File: config.mk
export PLATFORM = sky130hd
export DESIGN_NAME = q8bd_fadd
export DESIGN_NICKNAME = d
export VERILOG_FILES = /design/src/hdl/q8bd_pkg.sv /design/src/hdl/q8bd_fadd.sv
export SDC_FILE = /design/constraint.sdc
export NUM_CORES = 1
export LEC_CHECK = 0
export BUFFER_PORTS_ARGS = -buffer_cell sky130_fd_sc_hd__buf_2
export CAP_MARGIN = 20
export CELL_PAD_IN_SITES_DETAIL_PLACEMENT = 1
export CELL_PAD_IN_SITES_GLOBAL_PLACEMENT = 1
export CORE_MARGIN = 2
export CORE_UTILIZATION = 40
export DETAILED_ROUTE_END_ITERATION = 6
export GPL_TIMING_DRIVEN = 0
export PLACE_DENSITY = 0.76
export SKIP_CTS_REPAIR_TIMING = 1
export SLEW_MARGIN = 30
export SYNTH_ARGS = -nofsm -noshare
export SYNTH_HDL_FRONTEND = slang
export SYNTH_SLANG_ARGS = --single-unit
File: constraint.sdc
create_clock -name clk -period 21.1 [get_ports clk]
set_clock_uncertainty 0.1 [all_clocks]
set_input_delay 3.165 -clock clk [delete_from_list [all_inputs] [get_ports clk]]
set_output_delay 3.165 -clock clk [all_outputs]
set_load 0.02 [all_outputs]
File: src/hdl/q8bd_pkg.sv
package q8bd_pkg;

	localparam int LANES      = 4;
	localparam int LANE_ELEMS = 8;

	localparam logic [31:0] CANON_NAN = 32'h7FC0_0000;
	localparam logic [31:0] FP_INF    = 32'h7F80_0000;

	typedef logic [31:0] fp32_t;

	// one lane sums eight int8 products: |sum| <= 8 * 16384
	typedef logic signed [18:0] lane_sum_t;
	// four lanes: |dot| <= 32 * 16384
	typedef logic signed [20:0] dot_t;

	// operand class that bypasses the normal datapath
	typedef enum logic [1:0] {
		FC_NONE,
		FC_ZERO,
		FC_INF,
		FC_NAN
	} fp_class_t;

	function automatic logic fp_is_nan(input fp32_t x);
		fp_is_nan = (&x[30:23]) && (|x[22:0]);
	endfunction

endpackage

File: src/hdl/q8bd_fadd.sv
module q8bd_fadd
	import q8bd_pkg::*;
(
	input  logic  clk,
	input  logic  arst_n,
	input  logic  start,
	input  fp32_t a,
	input  fp32_t b,
	output logic  done,
	output fp32_t y
);

	logic vld_s1, vld_s2;

	logic [27:0] sum_s1;
	logic [7:0]  eb_s1;
	logic        sign_s1, zsign_s1;
	fp_class_t   cls_s1;
	fp32_t       y_s2;

	function automatic logic [4:0] lead27(input logic [26:0] x);
		lead27 = '0;
		for (int i = 0; i < 27; i++) begin
			if (x[i]) lead27 = 5'(i);
		end
	endfunction

	// advance the valid chain
	always_ff @(posedge clk or negedge arst_n) begin
		if (!arst_n) begin
			vld_s1 <= 1'b0;
			vld_s2 <= 1'b0;
		end else begin
			vld_s1 <= start;
			vld_s2 <= vld_s1;
		end
	end

	fp32_t       big, sml;
	logic [7:0]  eb, es, d;
	logic [4:0]  dc;
	logic [26:0] mbig, msml, mal;
	logic        stk, sub;
	logic [27:0] sum_c;
	fp_class_t   cls_c;

	// stage 1: order by magnitude, align, add or subtract
	always_comb begin
		if (b[30:0] > a[30:0]) begin
			big = b;
			sml = a;
		end else begin
			big = a;
			sml = b;
		end
		eb   = (big[30:23] == 8'd0) ? 8'd1 : big[30:23];
		es   = (sml[30:23] == 8'd0) ? 8'd1 : sml[30:23];
		d    = eb - es;
		dc   = (d > 8'd27) ? 5'd27 : d[4:0];
		mbig = {(big[30:23] != 8'd0), big[22:0], 3'd0};
		msml = {(sml[30:23] != 8'd0), sml[22:0], 3'd0};
		stk  = |(msml & ~({27{1'b1}} << dc));
		mal  = (msml >> dc) | {26'd0, stk};
		sub  = a[31] ^ b[31];
		sum_c = sub ? ({1'b0, mbig} - {1'b0, mal}) : ({1'b0, mbig} + {1'b0, mal});

		if (fp_is_nan(a) || fp_is_nan(b)) begin
			cls_c = FC_NAN;
		end else if (big[30:0] == FP_INF[30:0]) begin
			cls_c = (sub && sml[30:0] == FP_INF[30:0]) ? FC_NAN : FC_INF;
		end else begin
			cls_c = FC_NONE;
		end
	end

	always_ff @(posedge clk) begin
		sum_s1   <= sum_c;
		eb_s1    <= eb;
		sign_s1  <= big[31];
		zsign_s1 <= sub ? 1'b0 : big[31];
		cls_s1   <= cls_c;
	end

	logic [4:0]  lz, lim, k;
	logic [26:0] n;
	logic [8:0]  tx;
	logic [23:0] q;
	logic        g, st;
	logic [24:0] qr;
	logic [32:0] wide;
	fp32_t       y_c;

	// stage 2: normalize, stop at the subnormal range, round, pack
	always_comb begin
		lz  = 5'd26 - lead27(sum_s1[26:0]);
		lim = (eb_s1 - 8'd1 > 8'd26) ? 5'd26 : 5'(eb_s1 - 8'd1);
		k   = (lz < lim) ? lz : lim;
		if (sum_s1[27]) begin
			n  = {sum_s1[27:2], sum_s1[1] | sum_s1[0]};
			tx = {1'b0, eb_s1};
		end else begin
			n  = sum_s1[26:0] << k;
			tx = {1'b0, eb_s1} - 9'd1 - {4'd0, k};
		end
		q    = n[26:3];
		g    = n[2];
		st   = n[1] | n[0];
		qr   = {1'b0, q} + {24'd0, g & (st | q[0])};
		wide = {1'b0, tx, 23'd0} + {8'd0, qr};

		case (cls_s1)
			FC_NAN: y_c = CANON_NAN;
			FC_INF: y_c = {sign_s1, FP_INF[30:0]};
			default: begin
				if (sum_s1 == 28'd0) begin
					y_c = {zsign_s1, 31'd0};
				end else if (wide[32:23] >= 10'd255) begin
					y_c = {sign_s1, FP_INF[30:0]};
				end else begin
					y_c = {sign_s1, wide[30:0]};
				end
			end
		endcase
	end

	always_ff @(posedge clk) begin
		y_s2 <= y_c;
	end

	assign done = vld_s2;
	assign y    = y_s2;

endmodule

==> results_dict.tcl <==
set metrics [dict create \
    status "complete, no violations" \
    clock-sinks 74 \
    die-height_um 185.4 \
    drt.antenna.violating_nets 0 \
    synth_top_cells_by_count "151 x nor2_1, 131 x mux2i_1, 121 x nand2_1, 105 x a21oi_1, 103 x inv_1" \
    clock_tree_from_tritoncts "done" \
    synthXorXnorAreaFrac 0.04261 \
    detailed_place_hpwl_mm 49.19 \
    mean_syn_cell_area_um2 7.475 \
    io_buffer_count 98 \
    critical-path-max-stage-delay_ps 810 \
    synthDominantAreaCellType "dfxtp_1" \
    unrepaired_setup_endpoints_after_global_routing "false" \
    ctsLongestPathBuffers 2 \
    crit_path_frequent_cell "a21oi_1" \
    drt_pass_1_iters 5 \
    antenna_found_initial 1 \
    post_synth_instance_area_um2 13160 \
    critical_path_class "in2reg" \
    routed_wire_length_per_instance_um 25.98 \
    yosys_register_bits 74 \
    track_usage 0.3516 \
    core_area_um2 32450 \
    synthAdderAreaFrac 0.09510 \
    clkTransAtPathRegs_ps 60 \
    nets 2035 \
    ys.flop_type "dfxtp_1" \
    clk-insertion-delay-late_ps 360 \
    hold_viol 0 \
    post_synth_inst_count 1760 \
    async_reset_ff_frac 0.02703 \
    synth_top_family_by_area "compound AO/OA/AOI/OAI gates" \
    p_sw_mw 0.9032 \
    first_global_vias 15210 \
    master_of_the_slowest_instance_on_the_critical_path "a21oi_1" \
    via_count 15070 \
    min-delay-path-class "reg2reg" \
    p_seq_frac 0.151 \
    chipWidth_um 185.4 \
    final.hold.worst_slack_ps 262.6 \
    ys.warnings.count 0 \
    first_drt_iteration_drcs 1277 \
    report.final.setup_viol 0 \
    cellLeakagePower_nw 6.149 \
    io_count 100 \
    drt-total-wl_mm 60.20 \
    global_route.overflow_total 0 \
    synth.yosys.seq_area_share 0.1134 \
    p_int_mw 0.7098 \
    synthDistinctLibCells 102 \
    timing.critical_path.fanout_max 10 \
    clkPwrFrac 0.099 \
    global_placement_routability_congestion 1.005 \
    synth_most_common_cell "nor2_1" \
    crit_path_end_kind "register" \
    post_route_cells_drive_above_1_share 0.1467 \
    flow.area_growth_from_synthesis_pct 10.87 \
    row_count 66 \
    timing.max_cap.violations 0 \
    netlist.area_leader.share 0.1096 \
    vdd_ir_drop_max_mv 0.06574 \
    postSynthNetCount 1925 \
    grt_first_pass_wirelength_mm 92.22 \
    muxShareOfSynthArea 0.1570 \
    antenna_cells 0 \
    portion_of_the_clock_cycle_consumed_by_the_worst_path_in_the_final_layout 0.8470 \
    number_of_design_rule_violations_left_after_detail_routing 0 \
    switching_fraction 0.5600 \
    required_ps 21190 \
    drv_slew 0 \
    setup_total_negative_slack_ps 0 \
    drt-vias-per-instance 6.505 \
    timing.slew.headroom 0.3216 \
    period_minus_slack_ps 17870 \
    initial_utilization 0.4054 \
    worst_ep_arrival_time_ps 17960 \
    critical_path.startpoint_type "input pin" \
    numCtsBuffers 9 \
    synth-simple-area-share 0.2571 \
    powerDensity_nw_per_um2 110.6 \
    htreeDepth 3 \
    max_freq_mhz 55.95 \
    ctsRootBufferMaster "clkbuf_16" \
    synth_top_area_cells "dfxtp_1 11%, mux2i_1 10%, ha_1 9.1%, nor2_1 4.3%, mux2_2 4.1%" \
    synth_compound_area_frac 0.2684 \
    number_of_enable_flip_flop_cells_after_synthesis 0 \
    combinational_power_share 0.750 \
    area_of_the_die_um2 34360 \
    grt_start_max_net_pins 14 \
    worstMarginPinSlew_ps 1018 \
]
-- routing by layer --
layer | vias up | wire length, um | GRT usage | part of all wire
met3 | 167 | 3657 | 0.04542 | 0.061
met5 | - | 12 | 0 | 0.00020
met1 | 7410 | 24490 | 0.4244 | 0.41
li1 | 6875 | - | - | -
met2 | 619 | 28310 | 0.6004 | 0.47
met4 | 2 | 3725 | 0.1978 | 0.062
-- cell usage in the layout, fill, tap and decap left out, drive strengths merged, types with 53 or more instances in the layout --
cell type	count
buf	142
nor3	80
ha	96
clkbuf	68
a21oi	107
nand2	121
mux2i	131
o21ai	80
inv	104
nor2	153
nand3	53
dfxtp	72
-- registers in the layout (all words and copies together), names as in the netlist --
name and count:
y 32, sum_s1 28, eb_s1 8, cls_s1 2
done 1, sign_s1 1, vld_s1 1, zsign_s1 1
-- metrics by stage --
stage                     power, mW  cells  setup WS [ps]  utilization  instance area, um2
after global placement        1.392   2300           3163       0.4375               14200
after CTS                     1.582   2317           3595       0.4488               14570
after floorplan               1.041   1760           6761            -               13160
final                         1.613   2317           3228       0.4495               14590
after global routing          1.715   2317           2311       0.4495               14590
after detailed placement      1.415   2301           3254       0.4394               14260
-- power by group through the flow --
stage | registers, mW | clock network, mW | logic (mW)
3_5_place_dp | 0.245 | 0 | 1.17
5_1_grt | 0.251 | 0.168 | 1.30
6_report | 0.244 | 0.159 | 1.21
3_3_place_gp | 0.244 | 0 | 1.15
4_1_cts | 0.242 | 0.162 | 1.18
2_1_floorplan | 0.268 | 0 | 0.773
-- area by class of cell --
class                      count  area [um2]
fill                        4103       17870
inverter                     104       390.4
buffer                       100       484.2
tap                          442       553.0
clock buffer                  11       242.7
timing repair buffer          99       495.5
multi-input combinational   1482       10870
sequential                    74        1491
clock inverter                 5       62.56
-- logic make-up (layout without fill, tap and decap cells) --
logic type                 count (synthesis)  in the layout
muxes                                    189            189
buffers and inverters                    204            319
DFF                                       74             74
xor gates and xnor gates                  64             64
and+or+nand+nor                          625            625
AOI/OAI and AO/OA                        505            505
adders and majority gates                 99             99
-- final timing paths --
path | end | from | slack (ps) | cells past startpoint
worst max-delay path | sum_s1[25] | a[4] | 3230 | 48
worst min-delay path | done | vld_s1 | 260 | 0
worst max register to register | y[5] | sum_s1[8] | 11770 | 26
worst min register to register | done | vld_s1 | 260 | 0
max in group asynchronous | done | arst_n | 18320 | 1
min in group asynchronous | vld_s1 | arst_n | 2490 | 1
-- worst max-delay path, delay by kind of cell --
kind | cells | cell delay, ps
buffers and inverters | 11 | 4480
adder cells (fa/ha/maj) | 5 | 1640
XOR/XNOR | 1 | 320
AND/OR/NAND/NOR | 4 | 1090
AO/OA/AOI/OAI | 26 | 6690
multiplexers | 1 | 530
(Power assumes the default switching activity.)
