### src/hdl/q8bd_pkg.sv
package q8bd_pkg;

	localparam int LANES      = 4;
	localparam int LANE_ELEMS = 8;

	localparam logic [31:0] CANON_NAN = 32'h7FC0_0000;
	localparam logic [31:0] FP_INF    = 32'h7F80_0000;

	typedef logic [31:0] fp32_t;

	// one lane sums eight int8 products: |sum| <= 8 * 16384
	typedef logic signed [18:0] lane_sum_t;
	// four lanes: |dot| <= 32 * 16384
	typedef logic signed [20:0] dot_t;

	// operand class that bypasses the normal datapath
	typedef enum logic [1:0] {
		FC_NONE,
		FC_ZERO,
		FC_INF,
		FC_NAN
	} fp_class_t;

	function automatic logic fp_is_nan(input fp32_t x);
		fp_is_nan = (&x[30:23]) && (|x[22:0]);
	endfunction

endpackage

### src/hdl/q8bd_fmul.sv
module q8bd_fmul
	import q8bd_pkg::*;
(
	input  logic  clk,
	input  logic  arst_n,
	input  logic  start,
	input  fp32_t a,
	input  fp32_t b,
	output logic  done,
	output fp32_t y
);

	logic vld_s1, vld_s2, vld_s3;

	logic [47:0]        prod_s1, prod_s2;
	logic [8:0]         esum_s1, esum_s2;
	logic               sign_s1, sign_s2;
	fp_class_t          cls_s1, cls_s2;
	logic signed [10:0] shamt_s2;
	fp32_t              y_s3;

	function automatic logic [5:0] lead48(input logic [47:0] x);
		lead48 = '0;
		for (int i = 0; i < 48; i++) begin
			if (x[i]) lead48 = 6'(i);
		end
	endfunction

	// advance the valid chain
	always_ff @(posedge clk or negedge arst_n) begin
		if (!arst_n) begin
			vld_s1 <= 1'b0;
			vld_s2 <= 1'b0;
			vld_s3 <= 1'b0;
		end else begin
			vld_s1 <= start;
			vld_s2 <= vld_s1;
			vld_s3 <= vld_s2;
		end
	end

	logic      a_zero, b_zero, a_inf, b_inf;
	fp_class_t cls_c;

	// classify operands
	always_comb begin
		a_zero = (a[30:0] == 31'd0);
		b_zero = (b[30:0] == 31'd0);
		a_inf  = (a[30:0] == FP_INF[30:0]);
		b_inf  = (b[30:0] == FP_INF[30:0]);
		if (fp_is_nan(a) || fp_is_nan(b) || (a_inf && b_zero) || (a_zero && b_inf)) begin
			cls_c = FC_NAN;
		end else if (a_inf || b_inf) begin
			cls_c = FC_INF;
		end else if (a_zero || b_zero) begin
			cls_c = FC_ZERO;
		end else begin
			cls_c = FC_NONE;
		end
	end

	// stage 1: significand product and exponent sum
	always_ff @(posedge clk) begin
		prod_s1 <= {(a[30:23] != 8'd0), a[22:0]} * {(b[30:23] != 8'd0), b[22:0]};
		esum_s1 <= {1'b0, (a[30:23] == 8'd0) ? 8'd1 : a[30:23]}
			+ {1'b0, (b[30:23] == 8'd0) ? 8'd1 : b[30:23]};
		sign_s1 <= a[31] ^ b[31];
		cls_s1  <= cls_c;
	end

	logic signed [10:0] sh_norm, sh_sub;

	// stage 2: pick the shift that puts the unit in the last place
	always_comb begin
		sh_norm = $signed({5'd0, lead48(prod_s1)}) - 11'sd23;
		sh_sub  = 11'sd151 - $signed({2'd0, esum_s1});
	end

	always_ff @(posedge clk) begin
		prod_s2  <= prod_s1;
		esum_s2  <= esum_s1;
		sign_s2  <= sign_s1;
		cls_s2   <= cls_s1;
		shamt_s2 <= (sh_norm > sh_sub) ? sh_norm : sh_sub;
	end

	logic [10:0] neg_sh;
	logic [5:0]  sc;
	logic [47:0] shl, shr, gbits;
	logic [23:0] q;
	logic        g, st;
	logic [24:0] qr;
	logic [11:0] tx;
	logic [32:0] wide;
	fp32_t       y_c;

	// stage 3: shift, round to nearest even, pack
	always_comb begin
		neg_sh = 11'(-shamt_s2);
		sc     = (shamt_s2 > 11'sd49) ? 6'd49 : shamt_s2[5:0];
		shl    = prod_s2 << neg_sh[4:0];
		shr    = prod_s2 >> sc;
		gbits  = prod_s2 >> (sc - 6'd1);
		if (shamt_s2 <= 11'sd0) begin
			q  = shl[23:0];
			g  = 1'b0;
			st = 1'b0;
		end else begin
			q  = shr[23:0];
			g  = gbits[0];
			st = |(prod_s2 & ~({48{1'b1}} << (sc - 6'd1)));
		end
		qr   = {1'b0, q} + {24'd0, g & (st | q[0])};
		tx   = {shamt_s2[10], shamt_s2} + {3'd0, esum_s2} - 12'd151;
		wide = {tx[9:0], 23'd0} + {8'd0, qr};

		case (cls_s2)
			FC_NAN:  y_c = CANON_NAN;
			FC_INF:  y_c = {sign_s2, FP_INF[30:0]};
			FC_ZERO: y_c = {sign_s2, 31'd0};
			default: begin
				if (wide[32:23] >= 10'd255) begin
					y_c = {sign_s2, FP_INF[30:0]};
				end else begin
					y_c = {sign_s2, wide[30:0]};
				end
			end
		endcase
	end

	always_ff @(posedge clk) begin
		y_s3 <= y_c;
	end

	assign done = vld_s3;
	assign y    = y_s3;

endmodule

### config.mk
export PLATFORM = sky130hd
export DESIGN_NAME = q8bd_fmul
export DESIGN_NICKNAME = d
export VERILOG_FILES = /design/src/hdl/q8bd_pkg.sv /design/src/hdl/q8bd_fmul.sv
export SDC_FILE = /design/constraint.sdc
export NUM_CORES = 2
export LEC_CHECK = 0
export BUFFER_PORTS_ARGS = -buffer_cell sky130_fd_sc_hd__buf_2
export CORE_ASPECT_RATIO = 2
export CORE_UTILIZATION = 25
export CTS_BUF_LIST = sky130_fd_sc_hd__clkbuf_8
export DETAILED_ROUTE_END_ITERATION = 6
export PLACE_DENSITY = 0.47
export SLEW_MARGIN = 20
export SYNTH_ARGS = -nofsm -noshare
export SYNTH_HDL_FRONTEND = slang
export SYNTH_SLANG_ARGS = --single-unit
### constraint.sdc
create_clock -name clk -period 11.29 [get_ports clk]
set_input_delay 2.258 -clock clk [delete_from_list [all_inputs] [get_ports clk]]
set_output_delay 2.258 -clock clk [all_outputs]
set_load 0.1 [all_outputs]
==> flow_metrics.tcl <==
set metrics [dict create \
    tightest_slew_ns 1.13 \
    layout_min_cycle_time_ns 9.68 \
    layout-drive-gt1-share_pct 8.36 \
    place_hpwl_um 104000 \
    portBuffers 99 \
    num_rows 182 \
    dieWidth_um 252 \
    io_pins 100 \
    drtAntennaViolNets 0 \
    syn_inst 3700 \
    rsz0062_at_grt "false" \
    met2_usage_pct 39.7 \
    grt_antenna_before_repair 3 \
    grt_pass1_wl_um 192000 \
    maxCapViolations 0 \
    clockBufferDepth 2 \
    die_area_sq_um 126000 \
    fin_util_pct 27.4 \
    synth-xor-area-share_pct 2.48 \
    root_buffer "clkbuf_8" \
    path_max_fanout 25 \
    grt_use_met1_pct 19.8 \
    postSynth.asyncResetShare_pct 1.82 \
    worstReg2RegStart "shamt_s2[1]" \
    critPathCaptureType "flip-flop" \
    critical_path.startpoint_type "input port" \
    cts_tree "done" \
    setup_tns_ns 0 \
    synth_compound_area_share_pct 14.2 \
    synth_cell_type_count 106 \
    syn_area_per_cell_sq_um 8.42 \
    fill_cells 13400 \
    avgViaCountPerCell 5.11 \
    min_to "prod_s2[0]" \
    report.final.setup_viol 0 \
    vias 27300 \
    reg2reg_slack_ns 3.28 \
    routedWlPerCell_um 24.6 \
    cp_slowest_stage_delay_ns 0.68 \
    synth_nets 4470 \
    drc 0 \
    ys_ff_latch 165 \
    grt_max_degree 51 \
    grt-busiest-layer "met2" \
    finalCritPeriodShare_pct 85.8 \
    cp.arrival_ns 10.17 \
    max-slew-margin-rel_pct 23.8 \
    clk_transition_reported_paths_ns 0.10 \
    synth_enable_flop_cells 0 \
    synthToLayoutAreaGrowth_pct 8.53 \
    synth_area_sq_um 31100 \
    hold_viol 0 \
    drt_iter0_markers 1621 \
    cts_sinks 165 \
    yosysSeqAreaShare_pct 10.7 \
    r2r_cells 27 \
    gr-usage-all-layers_pct 20.9 \
    die_h_um 501 \
    critPathMostFrequentCell "fa_1" \
    grt_pass1_vias 29200 \
    fin_worst_skew_ns 0.0249 \
    h-tree-depth 4 \
    postCtsHoldBufs 0 \
    crit_type "in2reg" \
    multi_input_area_sq_um 24800 \
    hold-worst-slack_ns 0.336 \
    synth_mux_area_share_pct 3.28 \
    grt_use_met3_pct 2.77 \
    ctsResizeCount 0 \
    drv_slew 0 \
    firstDrtPassIters 5 \
    coreArea_sq_um 123000 \
    post_cts_buffers 0 \
    min_from "prod_s1[0]" \
    numCtsBuffers 17 \
    status "completed" \
    synth_top_family_by_area "adder cells" \
    yosysWarnings 0 \
    clock_latency_ns 0.55 \
    ys.flop_type "dfxtp_1" \
    max_freq_ghz 0.103 \
    place.gp.congestion 0.996 \
    worst_r2r_endpoint "y[3]" \
    yosys.area_share.adder_pct 40.0 \
    start_util_pct 25.3 \
    seqCellArea_sq_um 3320 \
    worstPathRequired_ns 11.77 \
    cp_slowest_cell "a2111oi_0" \
    fin_nets 4440 \
    synth-simple-area-share_pct 19.4 \
    hold_path_depth 0 \
    hp-class "reg2reg" \
    grt-ovfl-total 0 \
    routed_wl_um 131000 \
]
-- critical path: cells and delay by family --
family	cells	cell delay [ns]
fa+ha+maj	8	3.89
compound gates	9	2.48
buf+inv	5	0.90
simple gates	3	0.44
xor+xnor	1	0.17
-- placed cells by master (no fill, tap or decap), drive strengths merged, types with 29 or more instances in the layout --
| cell type | n |
|---|---|
| xor2 | 29 |
| dfxtp | 162 |
| ha | 219 |
| nor2 | 152 |
| nor3 | 59 |
| nand3 | 64 |
| xnor2 | 59 |
| a31oi | 30 |
| and2 | 220 |
| nand2 | 540 |
| nor4 | 56 |
| a21oi | 158 |
| buf | 174 |
| mux2i | 47 |
| a211oi | 42 |
| inv | 566 |
| fa | 484 |
| o21ai | 117 |
-- cell families (layout without fill, tap and decap cells) --
| group | Yosys count | after routing |
|---|---|---|
| other | 0 | 2 |
| multiplexers | 78 | 78 |
| flip-flops | 165 | 165 |
| AO/OA/AOI/OAI | 646 | 646 |
| buffers and inverters | 787 | 770 |
| AND/OR/NAND/NOR | 1231 | 1231 |
| adder cells (fa/ha/maj) | 705 | 705 |
| XOR/XNOR | 88 | 88 |
-- cells in the mapped netlist, types with 30 or more instances --
cell	count	area, sq um
o21ai_0	108	541
mux2i_1	47	470
a211oi_1	41	308
nor4_1	53	332
clkbuf_1	171	642
nor3_1	52	260
dfxtp_1	162	3240
a21oi_1	157	786
inv_1	559	2100
ha_1	219	2740
fa_1	484	9690
nand3_1	63	315
buf_2	30	150
nand2_1	540	2030
a31oi_1	30	188
xnor2_1	59	517
nor2_1	149	559
and2_1	220	1380
-- sequential cells by signal (all words and copies together) (netlist names) --
signal	flops
prod_s1	48
vld_s1	1
esum_s2	9
y	32
cls_s2	2
sign_s2	1
esum_s1	9
vld_s2	1
cls_s1	2
sign_s1	1
done	1
prod_s2	48
shamt_s2	10
-- metrics by stage --
step | area (sq um) | worst slack, ns | std cells
after CTS | 33800 | 1.62 | 5339
final | 33800 | 1.61 | 5341
after floorplan | 31100 | 1.97 | 3700
after global placement | 33300 | 1.11 | 5307
after detailed placement | 33300 | 1.04 | 5307
after global routing | 33800 | 1.13 | 5340
-- per-layer routing --
metal,up-vias,share of wire [%]
met2,1017,54
met4,2,9.2
li1,12100,-
met5,-,0.011
met1,13800,33
met3,411,4.1
-- worst max-delay path by stage --
| stage | start | to | slack, ns | cells after the start |
|---|---|---|---|---|
| 4_1_cts | b[3] | prod_s1[46] | 1.62 | 26 |
| 3_3_place_gp | b[3] | prod_s1[46] | 1.11 | 26 |
| 6_report | b[3] | prod_s1[46] | 1.61 | 26 |
| 2_1_floorplan | b[3] | prod_s1[46] | 1.97 | 26 |
| 3_5_place_dp | b[3] | prod_s1[46] | 1.04 | 26 |
| 5_1_grt | b[3] | prod_s1[46] | 1.13 | 26 |
-- cell type report --
type	instances	area share [%]
multi-input cells	2748	73.3
flip-flops and latches	165	9.82
inverters	564	6.27
well taps	1656	6.13
repair buffers	174	3.13
clock buffers	18	0.733
clock inverters	14	0.559
diodes	2	0.0148
Power is left out: the tool's default activity adds up to more than one toggle a clock period on the data nets, which glitch-free logic cannot reach.
