`config.mk`:
```
export PLATFORM = sky130hd
export DESIGN_NAME = q8bd_merge
export DESIGN_NICKNAME = d
export VERILOG_FILES = /design/src/hdl/q8bd_pkg.sv /design/src/hdl/q8bd_merge.sv
export SDC_FILE = /design/constraint.sdc
export NUM_CORES = 1
export LEC_CHECK = 0
export ABC_AREA = 1
export BUFFER_PORTS_ARGS = -buffer_cell sky130_fd_sc_hd__buf_2
export CAP_MARGIN = 20
export CELL_PAD_IN_SITES_DETAIL_PLACEMENT = 0
export CELL_PAD_IN_SITES_GLOBAL_PLACEMENT = 2
export CORE_MARGIN = 2
export CORE_UTILIZATION = 26
export DETAILED_ROUTE_END_ITERATION = 10
export GPL_TIMING_DRIVEN = 0
export PLACE_DENSITY = 0.77
export SLEW_MARGIN = 20
export SYNTH_ARGS = -nofsm -noshare
export SYNTH_HDL_FRONTEND = slang
export SYNTH_SLANG_ARGS = --single-unit
export TNS_END_PERCENT = 30
```
`constraint.sdc`:
```
create_clock -name clk -period 3.48 [get_ports clk]
set_clock_uncertainty 0.15 [all_clocks]
set_input_delay 0 -clock clk [delete_from_list [all_inputs] [get_ports clk]]
set_output_delay 0 -clock clk [all_outputs]
set_load 0.02 [all_outputs]
```
`src/hdl/q8bd_pkg.sv`:
```
package q8bd_pkg;

	localparam int LANES      = 4;
	localparam int LANE_ELEMS = 8;

	localparam logic [31:0] CANON_NAN = 32'h7FC0_0000;
	localparam logic [31:0] FP_INF    = 32'h7F80_0000;

	typedef logic [31:0] fp32_t;

	// one lane sums eight int8 products: |sum| <= 8 * 16384
	typedef logic signed [18:0] lane_sum_t;
	// four lanes: |dot| <= 32 * 16384
	typedef logic signed [20:0] dot_t;

	// operand class that bypasses the normal datapath
	typedef enum logic [1:0] {
		FC_NONE,
		FC_ZERO,
		FC_INF,
		FC_NAN
	} fp_class_t;

	function automatic logic fp_is_nan(input fp32_t x);
		fp_is_nan = (&x[30:23]) && (|x[22:0]);
	endfunction

endpackage

```
`src/hdl/q8bd_merge.sv`:
```
module q8bd_merge
	import q8bd_pkg::*;
(
	input  logic                  clk,
	input  lane_sum_t [LANES-1:0] lane_sums,
	input  logic [15:0]           weight_scale,
	output fp32_t                 dw,
	output fp32_t                 fdot
);

	dot_t  dot_s1;
	fp32_t dw_s1;
	fp32_t fdot_s2;

	function automatic logic [3:0] lead10(input logic [9:0] x);
		lead10 = '0;
		for (int i = 0; i < 10; i++) begin
			if (x[i]) lead10 = 4'(i);
		end
	endfunction

	function automatic logic [4:0] lead20(input logic [19:0] x);
		lead20 = '0;
		for (int i = 0; i < 20; i++) begin
			if (x[i]) lead20 = 5'(i);
		end
	endfunction

	dot_t        dot_sum;
	fp32_t       dw_c;
	logic [3:0]  hp;
	logic [10:0] hman_sh;

	// add the lanes; widen the half scale exactly
	always_comb begin
		dot_sum = '0;
		for (int i = 0; i < LANES; i++) begin
			dot_sum = dot_sum + dot_t'(lane_sums[i]);
		end

		hp      = lead10(weight_scale[9:0]);
		hman_sh = {1'b0, weight_scale[9:0]} << (4'd10 - hp);
		if (weight_scale[14:10] == 5'd0) begin
			if (weight_scale[9:0] == 10'd0) begin
				dw_c = {weight_scale[15], 31'd0};
			end else begin
				dw_c = {weight_scale[15], 8'd103 + {4'd0, hp}, hman_sh[9:0], 13'd0};
			end
		end else if (weight_scale[14:10] == 5'h1F) begin
			dw_c = {weight_scale[15], 8'hFF, weight_scale[9:0], 13'd0};
		end else begin
			dw_c = {weight_scale[15], {3'd0, weight_scale[14:10]} + 8'd112,
				weight_scale[9:0], 13'd0};
		end
	end

	always_ff @(posedge clk) begin
		dot_s1 <= dot_sum;
		dw_s1  <= dw_c;
	end

	logic [20:0] mag_w;
	logic [19:0] mag;
	logic [4:0]  dp;
	logic [42:0] dman_sh;
	fp32_t       fdot_c;

	// convert the dot to fp32, exact since |dot| <= 2^19
	always_comb begin
		mag_w   = dot_s1[20] ? 21'(-dot_s1) : 21'(dot_s1);
		mag     = mag_w[19:0];
		dp      = lead20(mag);
		dman_sh = {23'd0, mag} << (5'd23 - dp);
		if (mag == 20'd0) begin
			fdot_c = '0;
		end else begin
			fdot_c = {dot_s1[20], 8'd127 + {3'd0, dp}, dman_sh[22:0]};
		end
	end

	always_ff @(posedge clk) begin
		fdot_s2 <= fdot_c;
	end

	assign dw   = dw_s1;
	assign fdot = fdot_s2;

endmodule

```
==> metrics.md, run 1 <==
| Metric | Value |
|---|---|
| Async S/R FF share, synth | `0%` |
| Distinct cell type count after synthesis | `52` |
| Via Count | `about 5,500` |
| Vias in the first global route | `approximately 5,400` |
| Fmax | `between 0.3 and 0.4 GHz` |
| Dpl hpwl | `roughly 12 mm` |
| Slowest CP cell | `fa_1` |
| Final wirelength | `around 15 mm` |
| H-tree depth | `3` |
| Layout Nets | `around 1,100` |
| Worst vdd ir | `roughly 0.00041 V` |
| Status | `finished, final reports clean` |
| Longest Clk Path Bufs | `2` |
| Area after DPL | `about 6700 µm²` |
| GR Overflow Total | `0` |
| I/O Pins | `between 150 and 200` |
| Die area | `about 23,000 µm²` |
| Worst skew pair latency | `around 340 ps` |
| Largest cells by area after synthesis | `dfxtp_1, fa_1, nand2_1` |
| Worst Path Buf+Inv | `2` |
| Most common cell after layout, fill and taps aside | `nand2_1` |
| CTS Buf Count | `9` |
| Max-Cap Viols | `0` |
| Chip width | `between 150 and 200 µm` |
| P per Cell Area | `1150 nW/µm²` |
| Fin. Hold Viols | `0` |
| Worst Path Max Fanout | `2` |
| Clock transition at path regs | `approximately 50 ps` |
| First-pass iteration count of the detailed router | `5` |
| Rel. slew slack | `54.9%` |
| Via density | `~4.4` |
| Port-buffer cells | `roughly 140` |
| EDFF count, synth | `0` |
| Post-layout min period | `between 3000 and 4000 ps` |
| Slew Limit Fails | `0` |
| Initial antenna violation count | `0` |
| Max incr delay on CP | `between 500 and 600 ps` |
| Initial drt markers | `about 170` |
| Share of cells above drive strength 1 | `between 20% and 30%` |
| DIE HEIGHT | `about 150 µm` |
| Primary FF master, synth | `dfxtp_1` |
| Gr usage total | `a little over an eighth` |
| CP endpoint kind | `register` |
| Design Area, Final | `7520 µm²` |
| First-pass GRT wire length | `~25 mm` |
| Worst Max-Slew Pin Slew | `about 670 ps` |
| Area growth syn-to-layout | `34.7%` |
| Area leader, netlist | `dfxtp_1` |
| Tcrit/Tclk final | `a little over nine tenths` |
| Mapped cell area | `between 5000 and 6000 µm²` |
| Post-Syn Instances | `about 760` |
| Core Region | `21,100 µm²` |
| Leakage | `0.00375 µW` |
| Worst EP required | `3590 ps` |
| Largest net degree at the start of global routing | `13` |
| Drt drc | `0` |
| CP startpoint kind | `input pin` |
| Sequential area share after synthesis | `between 20 and 30%` |
| Crit path cell chain | `buf_2, fa_1, fa_1, ha_2, inv_1, fa_2, o21ai_2, a21oi_2, o21bai_2, nand3_2, nor2_1, nor2_1, o21ai_2, nand3_1, nand2_2, nand3_1, nand2_2, a21oi_1, o21ai_1, xor2_1` |
| Yosys warns | `0` |
| Hold crit path type | `in -> reg` |
| Clock tree root driver cell | `clkbuf_16` |
| Critical Path AT | `3400 ps` |
| Syn_area_per_cell | `approximately 7.4 µm²` |
| TritonCTS clock tree | `yes` |
| Starting Density | `26.5%` |
| Highest-count cells in the layout ignoring fill and taps | `nand2_1, buf_2, nand3_1` |
| Worst hold slack | `a little under 70 ps` |
| Crit path kind | `in -> reg` |
| Post-route ant nets | `0` |
| Clock sink total | `71` |
| Top cell type's share of synthesized area | `approximately a quarter` |
| Routability Congestion | `between 0.9 and 1` |
| Antenna cells | `0` |
| Family with the most delay on the worst path | `adder cells` |
| Unrepaired setup endpoints after global routing | `true` |
| FF+latch count, synth | `around 70` |
| Setup-failing EPs final | `0` |
| WL/cell | `~12 µm` |
| Std-Cell Rows | `53` |
[synth_stat cells, types with 6 or more instances]
library cell,number
a21oi_1,26
nor3_1,6
ha_1,25
inv_2,9
nand3_1,96
o21ai_1,9
nand2_1,182
buf_4,18
inv_1,74
xor2_1,22
nor2_1,59
dfxtp_1,71
nand2_2,6
fa_1,39
o21ai_0,34
[registers in the layout (all words and copies together) (netlist names)]
name	cells
dot_s1	21
fdot	32
dw	18
[final cells by class]
| cell class | count | area, µm² |
|---|---|---|
| Sequential cell | 71 | 1420 |
| Clock inverter | 6 | 83.8 |
| Inverter | 84 | 327 |
| Tap cell | 275 | 344 |
| Buffer | 31 | 223 |
| Fill cell | 2338 | 13600 |
| Timing Repair Buffer | 180 | 1060 |
| Clock buffer | 10 | 239 |
| Multi-Input combinational cell | 582 | 3820 |
[power by group]
part / internal, µW / total (µW) / switching (µW)
registers: 1180 / 1350 / 169
logic: 2300 / 6270 / 3970
clock network: 644 / 999 / 355
total: 4130 / 8620 / 4490
[worst min-delay path: stages]
cell	delay, ps
buf_2	90
fa_1	160
ha_1	170
xor2_1	80
[timing repair]
| action | CTS | global route |
|---|---|---|
| resized for setup | 7 | 35 |
| pin swaps | 3 | 30 |
| setup endpoints to repair | 24 | 29 |
| endpoints found under the hold margin | 20 | 0 |
| setup buffers | 2 | 13 |
| hold buffers | 22 | 0 |
[path summary, 6_finish.rpt]
check | startpoint | end | slack, ps | cells after the start
setup reg to reg | dot_s1[6] | fdot[20] | 200 | 19
hold reg to reg | dot_s1[0] | fdot[1] | 720 | 5
setup / recovery | lane_sums[39] | dot_s1[19] | 190 | 20
hold / removal | lane_sums[62] | dot_s1[6] | 70 | 4
[through the flow]
step	util [%]	power (µW)	std cells	setup slack [ps]	setup TNS (ps)
global route	35.7	9570	1239	-98.6	-258
finish	35.7	8620	1239	194	0
detailed placement	31.7	7170	1186	-550	-6590
CTS	34.5	8320	1226	-34.4	-34.4
global placement	31.7	7200	1186	-584	-6580
floorplan	-	5660	768	4.91	0
[layer usage]
metal / up-vias / share of wire (%) / track usage (%)
li1: 2842 / - / -
met1: 2515 / 46 / 16.8
met2: 114 / 48 / 24.0
met3: 17 / 4.6 / 3.42
met4: 0 / 1.3 / 3.08
met5: - / 0 / 0
[kinds of logic after synthesis]
group,share of synthesized area (%)
simple gates,30.7
buf+inv,9.52
compound gates,10.4
flops,25.4
fa+ha+maj,19.6
xor+xnor,4.08
other cells,0.0671
mux,0.179
(Power assumes the default switching activity.)
==> inputs of run 2 (changes only) <==
--- a/config.mk
+++ b/config.mk
@@ -14,7 +14,7 @@
 export CORE_UTILIZATION = 26
 export DETAILED_ROUTE_END_ITERATION = 10
 export GPL_TIMING_DRIVEN = 0
-export PLACE_DENSITY = 0.77
+export PLACE_DENSITY_LB_ADDON = 0.1
 export SLEW_MARGIN = 20
 export SYNTH_ARGS = -nofsm -noshare
 export SYNTH_HDL_FRONTEND = slang
==> run 2 against run 1 <==
Compared with the run above: non-clock buffer count unchanged; via count down 1.2%; sequential power is essentially flat; power grew 1.3%; combinational power rose by 3.3%; die area unchanged; critical path type unchanged.
==> metrics.md, run 2 (same netlist as run 1, synthesis figures left out) <==
| Metric | Value |
|---|---|
| Power Internal | `4080 µW` |
| CP endpoint kind | `register` |
| CP startpoint kind | `input pin` |
| Fmax | `slightly above 0.3 GHz` |
| Setup ws final | `around 170 ps` |
| Hold crit path type | `in -> reg` |
| Via Count | `5,421` |
| Dpl hpwl | `between 10 and 15 mm` |
| Clock sink total | `just over 70` |
| GR Overflow Total | `0` |
| Fin. Hold Viols | `0` |
| Largest register FFs | `32` |
| Die area | `22,700 µm²` |
| Gr usage total | `about 15%` |
| Via density | `roughly 4.4` |
| Initial drt markers | `between 200 and 250` |
| Final core utilization | `35.7%` |
| First-pass GRT wire length | `26.5 mm` |
| Clock share of power | `10.3%` |
| TritonCTS clock tree | `yes` |
| Drt drc | `0` |
| Sw Ratio | `a little over half` |
| Worst Path Max Fanout | `2` |
| Total power | `slightly below 9000 µW` |
| Post-Place Cells | `1,186` |
| Core Region | `~21,000 µm²` |
| First-pass iteration count of the detailed router | `7` |
| Chip width | `around 150 µm` |
| Psw | `between 4000 and 5000 µW` |
| Port-buffer cells | `between 100 and 150` |
| H-tree depth | `3` |
| P per Cell Area | `1160 nW/µm²` |
| Slew Limit Fails | `0` |
| Worst Max-Slew Pin Slew | `around 640 ps` |
| Critical Path AT | `around 3400 ps` |
| Rel. slew slack | `between 50% and 60%` |
| Initial antenna violation count | `0` |
| Post-route ant nets | `0` |
| Starting Density | `26.5%` |
| Combinational power share | `between 70% and 80%` |
| Worst EP required | `between 3000 and 4000 ps` |
| Post-layout min period | `between 3000 and 4000 ps` |
| Share of cells above drive strength 1 | `between 20% and 30%` |
| Clock transition at path regs | `50 ps` |
| Routability Congestion | `approximately 0.86` |
| Most common cell after layout, fill and taps aside | `nand2_1` |
| Worst vdd ir | `0.000406 V` |
| Final wirelength | `between 15 and 20 mm` |
| Area growth syn-to-layout | `34.7%` |
| Final Non-Filler Cells | `1,239` |
| Part of the power in registers | `15.5%` |
| Antenna cells | `0` |
| Max-Cap Viols | `0` |
| I/O Pins | `approximately 160` |
| WL/cell | `12.8 µm` |
| Longest Clk Path Bufs | `2` |
| CTS Buf Count | `9` |
| Layout Nets | `approximately 1,100` |
| Largest net degree at the start of global routing | `13` |
| Crit path kind | `in -> reg` |
| Tcrit/Tclk final | `approximately 95%` |
| DIE HEIGHT | `~150 µm` |
| Setup WS pre-CTS | `-587 ps` |
| Vias in the first global route | `5,596` |
| Highest-count cells in the layout ignoring fill and taps | `nand2_1, buf_2, nand3_1` |
| Worst skew pair latency | `340 ps` |
| Leakage | `approximately 0.0037 µW` |
| Clock tree root driver cell | `clkbuf_16` |
| Std-Cell Rows | `between 50 and 60` |
| Setup-failing EPs final | `0` |
| Status | `finished, final reports clean` |
[run 2: per-stage QoR]
| stage | area, µm² | hold WS [ps] | TNS [ps] |
|---|---|---|---|
| floorplan | 5630 | -122 | 0 |
| detailed placement | 6690 | -45.6 | -7750 |
| finish | 7530 | 82.0 | 0 |
| CTS | 7260 | 73.7 | 0 |
| global placement | 6690 | -47.9 | -8840 |
| global route | 7530 | 116 | -4.94 |
[run 2: worst max-delay path, stage by stage]
cell      delay (ps)
buf_6             90
fa_1             500
fa_1             590
ha_4             140
inv_2             40
fa_2             360
o21ai_2          160
a21oi_2           80
o21bai_1         190
nand3_1          140
nor2_1           150
nor2_2            70
o21ai_2          170
nand3_1          110
nand2_2          100
nand3_2           60
nand2_2           90
a21oi_2           60
o21ai_1          170
xor2_1           160
[run 2: power groups by stage]
stage                     registers, µW  clock network [µW]  logic [µW]
after detailed placement           1370                   0        5960
after floorplan                    1550                   0        4110
after global routing               1400                 978        7360
final                              1360                 903        6480
after CTS                          1360                 942        6100
after global placement             1360                   0        5960
[run 2: routing by layer]
metal,GRT usage [%],up-vias,share of wire (%)
met5,0,-,0
met4,2.52,0,0.72
met3,2.91,6,3.6
met2,26.4,88,51
met1,18.3,2486,45
li1,-,2841,-
[run 2: final cells by class]
| cell class | count | area, µm² |
|---|---|---|
| fill | 2317 | 13600 |
| timing repair buffer | 180 | 1070 |
| sequential | 71 | 1420 |
| inverter | 84 | 324 |
| multi-input combinational | 582 | 3850 |
| buffer | 31 | 220 |
| clock inverter | 5 | 58.8 |
| tap | 275 | 344 |
| clock buffer | 11 | 233 |
[run 2: path summary, 6_finish.rpt]
check / from / end / slack [ps] / cells after the start
worst max-delay path: lane_sums[39] / dot_s1[19] / 170 / 20
worst max register to register: dot_s1[0] / fdot[10] / 270 / 19
worst min register to register: dot_s1[20] / fdot[31] / 760 / 3
worst min-delay path: lane_sums[69] / dot_s1[13] / 80 / 4
[run 2: timing repair]
item	in CTS	in global routing
pin swaps	5	22
setup endpoints to repair	24	27
hold endpoints to repair	20	0
gates resized for setup	9	43
buffers inserted	3	11
hold buffers	23	0
==> inputs of run 3 (changes only) <==
--- a/config.mk
+++ b/config.mk
@@ -10,11 +10,13 @@
 export CAP_MARGIN = 20
 export CELL_PAD_IN_SITES_DETAIL_PLACEMENT = 0
 export CELL_PAD_IN_SITES_GLOBAL_PLACEMENT = 2
+export CORE_ASPECT_RATIO = 0.8
 export CORE_MARGIN = 2
 export CORE_UTILIZATION = 26
 export DETAILED_ROUTE_END_ITERATION = 10
 export GPL_TIMING_DRIVEN = 0
 export PLACE_DENSITY_LB_ADDON = 0.1
+export SETUP_SLACK_MARGIN = 0.3
 export SLEW_MARGIN = 20
 export SYNTH_ARGS = -nofsm -noshare
 export SYNTH_HDL_FRONTEND = slang
==> run 3 against run 2 <==
Compared with the run above: critical path depth did not move; core utilization rose by 4.6 points; sequential cell count did not move; die area barely moved; design area rose by 12%; largest cell class unchanged.
==> metrics.md, run 3 (same netlist as run 1, synthesis figures left out) <==
| Metric | Value |
|---|---|
| CP endpoint kind | `register` |
| Fmax | `between 0.3 and 0.4 GHz` |
| Worst hold slack | `61.0 ps` |
| Dpl hpwl | `approximately 13 mm` |
| Longest Clk Path Bufs | `2` |
| Highest-count cells in the layout ignoring fill and taps | `nand2_1, buf_2, nand3_1` |
| Slowest CP cell | `fa_1` |
| Std-Cell Rows | `between 40 and 50` |
| Worst skew pair latency | `between 300 and 400 ps` |
| Fin. Hold Viols | `0` |
| Clock transition at path regs | `roughly 60 ps` |
| Final wirelength | `~17 mm` |
| Largest register FFs | `32` |
| Setup ws final | `around 240 ps` |
| Setup WS pre-CTS | `-441 ps` |
| Worst EP required | `approximately 3600 ps` |
| Clock sink total | `between 70 and 80` |
| Max incr delay on CP | `550 ps` |
| Chip width | `~170 µm` |
| Initial drt markers | `217` |
| I/O Pins | `between 150 and 200` |
| TritonCTS clock tree | `yes` |
| Drt drc | `0` |
| DIE HEIGHT | `between 100 and 150 µm` |
| Tcrit/Tclk final | `93.2%` |
| WL/cell | `13.2 µm` |
| Gr usage total | `about 15%` |
| Critical Path AT | `approximately 3400 ps` |
| Worst Path Max Fanout | `2` |
| Worst Max-Slew Pin Slew | `626 ps` |
| First-pass iteration count of the detailed router | `4` |
| Slew Limit Fails | `0` |
| Max-Cap Viols | `0` |
| CP startpoint kind | `input pin` |
| Largest net degree at the start of global routing | `14` |
| Layout Nets | `~1,200` |
| Area growth syn-to-layout | `50.5%` |
| First-pass GRT wire length | `~28 mm` |
| Most common cell after layout, fill and taps aside | `nand2_1` |
| Hold crit path type | `in -> reg` |
| Die area | `~23,000 µm²` |
| Worst Path Buf+Inv | `2` |
| Share of cells above drive strength 1 | `39.9%` |
| Post-route ant nets | `0` |
| Antenna cells | `0` |
| Setup-failing EPs final | `0` |
| Unrepaired setup endpoints after global routing | `true` |
| Status | `finished, final reports clean` |
| Rel. slew slack | `roughly 58%` |
| Initial antenna violation count | `0` |
| CTS Buf Count | `9` |
| Crit path cell chain | `buf_6, fa_1, fa_1, ha_4, inv_2, fa_2, o21ai_2, a21oi_2, o21bai_1, nand3_1, nor2_2, nor2_2, o21ai_2, nand3_1, nand2_2, nand3_2, nand2_2, a21oi_2, o21ai_1, xor2_1` |
| Port-buffer cells | `~140` |
| H-tree depth | `3` |
| Via density | `around 4.5` |
| Via Count | `~5,700` |
| Core Region | `about 21,000 µm²` |
| Vias in the first global route | `5,789` |
| Family with the most delay on the worst path | `adder cells` |
| GR Overflow Total | `0` |
| Starting Density | `26.8%` |
| Routability Congestion | `0.808` |
| Clock tree root driver cell | `clkbuf_16` |
| Crit path kind | `in -> reg` |
| Post-layout min period | `between 3000 and 4000 ps` |
[run 3: worst register-to-register path, stage by stage (launching register included)]
cell and delay [ps]:
dfxtp_4 360, nor2_4 150, nand4_4 120, nor3_4 180
nand3_2 140, nor3_4 180, nand2_2 100, o21ai_2 150
or2_4 160, nand2_4 60, nor2_4 130, nand2_4 80
nor2_4 140, clkinvlp_4 120, ha_4 330, clkinvlp_4 220
buf_6 200, nand4_1 90, nand2_1 60
[run 3: worst paths after layout]
path / startpoint / end / slack, ps / cells after the start
min: lane_sums[62] / dot_s1[6] / 60 / 4
max: lane_sums[1] / dot_s1[19] / 240 / 20
min reg2reg: dot_s1[20] / fdot[31] / 670 / 3
max reg2reg: dot_s1[2] / fdot[17] / 250 / 18
[run 3: what timing repair did]
action                                  4_1_cts  5_1_grt
gates cloned                                  0        2
gates resized for setup                      46      151
buffers inserted                             31       17
pin swaps                                    24       48
endpoints found under the setup margin       33       38
hold buffers                                 21        0
endpoints found under the hold margin        20        0
[run 3: layout make-up]
| class | instances | area, µm² |
|---|---|---|
| tap | 269 | 337 |
| inverter | 84 | 364 |
| buffer | 31 | 240 |
| timing repair buffer | 214 | 1380 |
| fill | 2183 | 12500 |
| clock buffer | 10 | 239 |
| multi-input combinational | 582 | 4320 |
| sequential | 71 | 1440 |
| clock inverter | 6 | 92.6 |
[run 3: layer usage]
layer / GRT usage (%) / part of all wire (%) / up-vias
li1: - / - / 2915
met2: 25.7 / 47 / 118
met5: 0 / 0 / -
met1: 20.1 / 48 / 2667
met4: 3.38 / 0.87 / 0
met3: 2.84 / 4.0 / 12
[run 3: per-stage QoR]
step | std cells | util, % | cell area, µm² | TNS (ps)
2_1_floorplan | 768 | - | 5640 | 0
3_3_place_gp | 1180 | 32.0 | 6690 | -8310
3_5_place_dp | 1180 | 32.0 | 6690 | -7390
4_1_cts | 1248 | 36.8 | 7680 | 0
5_1_grt | 1267 | 40.3 | 8410 | 0
6_report | 1267 | 40.3 | 8410 | 0
Power of run 3 is left out: the tool's default activity adds up to more than one toggle a clock period on the data nets, which glitch-free logic cannot reach.
